File: src/rtl/matrix_multiply_accumulate_unit_assert.svh
// Assertion macros used by the matrix multiply-accumulate RTL.
// Expect signals named clk and rst in the module that uses them.
`ifndef MATRIX_MULTIPLY_ACCUMULATE_UNIT_ASSERT_SVH
`define MATRIX_MULTIPLY_ACCUMULATE_UNIT_ASSERT_SVH

// Same-cycle implication, disabled during reset.
`define MMA_CHECK(label, ante, cons, msg) \
  label: assert property (@(posedge clk) disable iff (rst) (ante) |-> (cons)) \
    else $error(msg);

// Next-cycle implication, disabled during reset.
`define MMA_CHECK_NEXT(label, ante, cons, msg) \
  label: assert property (@(posedge clk) disable iff (rst) (ante) |=> (cons)) \
    else $error(msg);

`endif

File: src/rtl/mma_pkg.sv
// Shared types and codes for the matrix multiply-accumulate unit.
// No dependencies.
package mma_pkg;

  localparam logic [1:0] MODE_LOAD_A  = 2'd0;
  localparam logic [1:0] MODE_LOAD_B  = 2'd1;
  localparam logic [1:0] MODE_LOAD_C  = 2'd2;
  localparam logic [1:0] MODE_COMPUTE = 2'd3;

  localparam logic [1:0] REG_ROWS_A    = 2'd0;
  localparam logic [1:0] REG_INNER_DIM = 2'd1;
  localparam logic [1:0] REG_COLS_B    = 2'd2;

  localparam logic [3:0] DIM_RESET = 4'd8;

  typedef struct packed {
    logic [1:0]         mode;
    logic [2:0]         row_index;
    logic [2:0]         col_index;
    logic signed [15:0] operand;
    logic signed [47:0] acc_init;
  } cmd_item_t;

  typedef struct packed {
    logic [2:0]         out_row;
    logic [2:0]         out_col;
    logic signed [47:0] out_value;
    logic               out_last;
  } res_item_t;

endpackage

File: src/rtl/mma_queue.sv
// Small FIFO of items between the front end and the execution engine.
// Depends on mma_pkg.
module mma_queue #(
  parameter int DEPTH = 2
) (
  input  logic               clk,
  input  logic               rst,
  input  logic               push,
  input  mma_pkg::cmd_item_t din,
  output logic               full,
  input  logic               pop,
  output logic               valid,
  output mma_pkg::cmd_item_t dout
);
  import mma_pkg::*;

  localparam int PTR_W = $clog2(DEPTH);
  localparam int CNT_W = $clog2(DEPTH + 1);

  cmd_item_t        slots [DEPTH];
  logic [PTR_W-1:0] wr_ptr;
  logic [PTR_W-1:0] rd_ptr;
  logic [CNT_W-1:0] count;

  assign full  = (count == CNT_W'(DEPTH));
  assign valid = (count != '0);
  assign dout  = slots[rd_ptr];

  always_ff @(posedge clk) begin
    if (push) begin
      slots[wr_ptr] <= din;
    end
  end

  always_ff @(posedge clk) begin
    if (rst) begin
      wr_ptr <= '0;
      rd_ptr <= '0;
      count  <= '0;
    end else begin
      if (push) begin
        wr_ptr <= (wr_ptr == PTR_W'(DEPTH - 1)) ? '0 : wr_ptr + 1'b1;
      end
      if (pop) begin
        rd_ptr <= (rd_ptr == PTR_W'(DEPTH - 1)) ? '0 : rd_ptr + 1'b1;
      end
      if (push && !pop) begin
        count <= count + 1'b1;
      end else if (pop && !push) begin
        count <= count - 1'b1;
      end
    end
  end

endmodule

File: config.mk
export PLATFORM = sky130hd
export DESIGN_NAME = mma_queue
export DESIGN_NICKNAME = d
export VERILOG_FILES = /design/src/rtl/matrix_multiply_accumulate_unit_assert.svh /design/src/rtl/mma_pkg.sv /design/src/rtl/mma_queue.sv
export SDC_FILE = /design/constraint.sdc
export NUM_CORES = 1
export LEC_CHECK = 0
export BUFFER_PORTS_ARGS = -buffer_cell sky130_fd_sc_hd__buf_2
export CORE_MARGIN = 5
export CORE_UTILIZATION = 50
export DETAILED_ROUTE_END_ITERATION = 10
export GPL_TIMING_DRIVEN = 0
export PLACE_DENSITY = 0.77
export SLEW_MARGIN = 20
export SYNTH_ARGS = -nofsm -noshare
export SYNTH_HDL_FRONTEND = slang
export SYNTH_SLANG_ARGS = --single-unit
File: constraint.sdc
create_clock -name clk -period 6.01 [get_ports clk]
set_clock_uncertainty 0.1 [all_clocks]
set_input_delay 0.601 -clock clk [delete_from_list [all_inputs] [get_ports clk]]
set_output_delay 0.601 -clock clk [all_outputs]
set_load 0.05 [all_outputs]
==> implementation parameters <==
Parameter                              Value

Synthesis
  Combinational family with the most area after synthesis    multiplexers
  Avg Inst Size Synth    22.1 µm²
  Synth cell types    17
  Cells after synthesis    246
  Portion of netlist area occupied by mux cells    14.9%
  Share of the synthesized netlist area taken by xor and xnor gates    less than 1%
  Synth Area in Compound Gates    less than 1%
  Sequential-to-total area share from yosys stat    81.5%
  Arithmetic-cell share of the synthesized area counting full adders, half adders and majority gates    0.230%
  Net count of the mapped netlist    323
  Number of warning messages in the yosys log    0
  Synthesized cell area    5430 µm²
  Area share of and/or/nand/nor cells after synthesis    0.898%
  Number of flip-flops and latches in the synthesized netlist    149

Worst setup path
  WS Path Type    flop to primary output
  Cell chain of the critical path    buf_4, buf_6, mux2_2, buf_2
  Startpoint kind of the worst setup timing path    flop
  Maximum fanout encountered on the critical timing path    10
  Crit path arrival time    1.77 ns
  Largest incremental delay on the critical path    0.35 ns
  Depth of the most critical reg-to-reg path    3
  Highest-delay cell along the critical path    sky130_fd_sc_hd__mux2_2
  Required time reported for the critical path endpoint    between 5 and 6 ns
  Critical Path Sink Type    primary output

Final layout
  Fill cell instance count of the final layout    797
  Synthesis-to-layout area growth    29.0%
  Fraction of final layout cells with drive strength greater than 1    between 60 and 70%
  Post-route core utilization    about 65%
  Final #Nets    495

STA
  Final Hold Violating Endpoints    0
  Fin worst setup slack    3.54 ns
  Number of endpoints failing setup at the final stage    0
  Setup TNS    0 ns
  Worst-margin pin slew    between 0.6 and 0.7 ns
  Tcrit/Tclk final    41.2%
  Worst slew margin    57.7%
  Unrepaired setup endpoints after global routing    no
  Top achievable clock speed    404 MHz
  Shortest clock period the worst path allows after layout    2.47 ns
  Max-slew violation count    0

Floorplanning
  Count of boundary I/O pins    150
  Initial Util    50.5%
  Area of the die    roughly 13000 µm²
  Chip Width    between 100 and 150 µm
  Total core area    10700 µm²
  Total number of placement rows    38
  Chip height    114 µm

Drt
  Top Layer Used    met4
  Met3 WL post-DR    731 µm
  Total via count after detailed routing    2807
  Detailed-route wire length    between 9000 and 10000 µm
  Number of vias per cell after detailed routing    4.91
  First-pass detailed-route iteration total    4
  Starting DRC count in detailed routing    95
  Routed length on met1    3650 µm
  Final routed DRC violation total    0
  Average wire per standard cell    17.3 µm
  Met2 wire length    5290 µm
  ANT nets after route    0

CTS
  Clock root buffer    sky130_fd_sc_hd__clkbuf_8
  Worst-Skew Late Latency    0.51 ns
  CTS tree    done
  Number of hold buffers added after CTS    0
  Number of buffers between clock root and the deepest sink    2
  Register clock-pin slew on the reported worst setup and hold paths    0.06 ns
  Post_cts resized    0
  Sinks on the clock net    approximately 150
  Number of setup buffers added after CTS    0
  Level count of the clock H-tree    4
  Number of buffers created by CTS    17

Power
  P per Cell Area    375 nW/µm²
  Power, Total    0.00263 W
  Static leakage    2.65 nW
  Largest vdd supply drop    217 µV

Placement
  DPL Wire Length    6870 µm
  Pre-CTS setup slack    ~3.8 ns
  Last weighted congestion value of the routability-driven placer    between 0.7 and 0.8
  Quantity of I/O buffers inserted on ports    149

Global routing
  Pin count of the biggest net entering global routing    41
  Number of global-route vias before repair    3095
  Initial antenna violation count    1
  Total congestion overflow after global routing    0
  Global-route usage over all layers    15.9%
  Wire length of the first global-routing pass    15400 µm

Worst hold path
  Worst hold path cell count    1
  Path category of the worst min-delay check    input port to flop

Flow run
  Max-cap viol count    0

Run status
  Result of the run    complete, no violations
layer usage:
metal / vias up / track usage (%)
met5: - / 0
met4: 0 / 7.60
met3: 17 / 5.13
met2: 95 / 27.9
met1: 1372 / 17.5
li1: 1323 / -
per-stage QoR:
step | hold slack [ns] | std cells | instance area, µm²
6_report | 0.171 | 572 | 7010
5_1_grt | 0.142 | 572 | 7010
4_1_cts | 0.141 | 571 | 7000
3_5_place_dp | 0.403 | 539 | 6460
3_3_place_gp | 0.383 | 535 | 6350
2_1_floorplan | 0.356 | 246 | 5430
sequential cells by signal, indices dropped and copies added (netlist names), named ones only:
register and cells:
rd_ptr 1, slots 144, wr_ptr 1, count 2
worst paths after layout:
path                            startpoint      endpoint  slack [ns]
worst min register to register    count[1]      count[1]        0.41
worst min-delay path               din[47]  slots[1][47]        0.17
worst max register to register      wr_ptr  slots[0][54]        4.28
worst max-delay path                  flop      dout[53]        3.54
cell usage in the layout, fill, tap and decap left out, types with 3 or more instances in the layout:
cell | netlist | layout
sky130_fd_sc_hd__buf_2 | 0 | 149
sky130_fd_sc_hd__edfxtp_1 | 144 | 144
sky130_fd_sc_hd__mux2_2 | 72 | 72
sky130_fd_sc_hd__clkbuf_16 | 0 | 16
sky130_fd_sc_hd__buf_6 | 7 | 7
sky130_fd_sc_hd__dfxtp_1 | 5 | 5
sky130_fd_sc_hd__clkinvlp_4 | 0 | 5
sky130_fd_sc_hd__nor2_1 | 4 | 4
sky130_fd_sc_hd__clkinv_4 | 0 | 3
sky130_fd_sc_hd__inv_6 | 0 | 3
synth_stat cells:
| library cell | number | area [µm²] |
|---|---|---|
| sky130_fd_sc_hd__a21oi_1 | 1 | 5.00 |
| sky130_fd_sc_hd__and2_1 | 1 | 6.26 |
| sky130_fd_sc_hd__and2b_2 | 1 | 8.76 |
| sky130_fd_sc_hd__buf_4 | 1 | 7.51 |
| sky130_fd_sc_hd__buf_6 | 7 | 78.8 |
| sky130_fd_sc_hd__dfxtp_1 | 5 | 100 |
| sky130_fd_sc_hd__edfxtp_1 | 144 | 4320 |
| sky130_fd_sc_hd__ha_1 | 1 | 12.5 |
| sky130_fd_sc_hd__inv_1 | 1 | 3.75 |
| sky130_fd_sc_hd__mux2_2 | 72 | 811 |
| sky130_fd_sc_hd__nor2_1 | 4 | 15.0 |
| sky130_fd_sc_hd__nor2b_1 | 1 | 6.26 |
| sky130_fd_sc_hd__o21ai_0 | 1 | 5.00 |
| sky130_fd_sc_hd__or2_2 | 1 | 6.26 |
| sky130_fd_sc_hd__or3_1 | 1 | 6.26 |
| sky130_fd_sc_hd__xnor2_1 | 2 | 17.5 |
| sky130_fd_sc_hd__xor2_1 | 2 | 17.5 |
critical path, delay by kind of cell (launching register included):
kind | cells | cell delay [ns]
buffers and inverters | 3 | 0.59
DFF | 1 | 0.31
muxes | 1 | 0.35
cell type report:
cell class | instances | area [µm²] | share of cell area [%]
diodes | 1 | 2.50 | 0.0357
plain buffers | 8 | 86.3 | 1.23
clock buffers | 18 | 418 | 5.97
clock inverters | 14 | 128 | 1.82
inverters | 1 | 3.75 | 0.0536
multi-input cells | 88 | 927 | 13.2
flip-flops and latches | 149 | 4420 | 63.2
well taps | 140 | 175 | 2.50
repair buffers | 153 | 841 | 12.0
power breakdown:
part / switching, W / internal (W)
sequential: 0.0000157 / 0.00121
clock: 0.000411 / 0.000551
combinational: 0.000304 / 0.000133
total: 0.000731 / 0.00190
cells by family (layout without fill, tap and decap cells):
| kind of cell | after synthesis | count (layout) |
|---|---|---|
| muxes | 72 | 72 |
| AOI/OAI and AO/OA | 2 | 2 |
| xor gates and xnor gates | 4 | 4 |
| adders and majority gates | 1 | 1 |
| DFF | 149 | 149 |
| other | 0 | 1 |
| and+or+nand+nor | 9 | 9 |
| buffers and inverters | 9 | 194 |
Power figures use the tool's default switching activity.
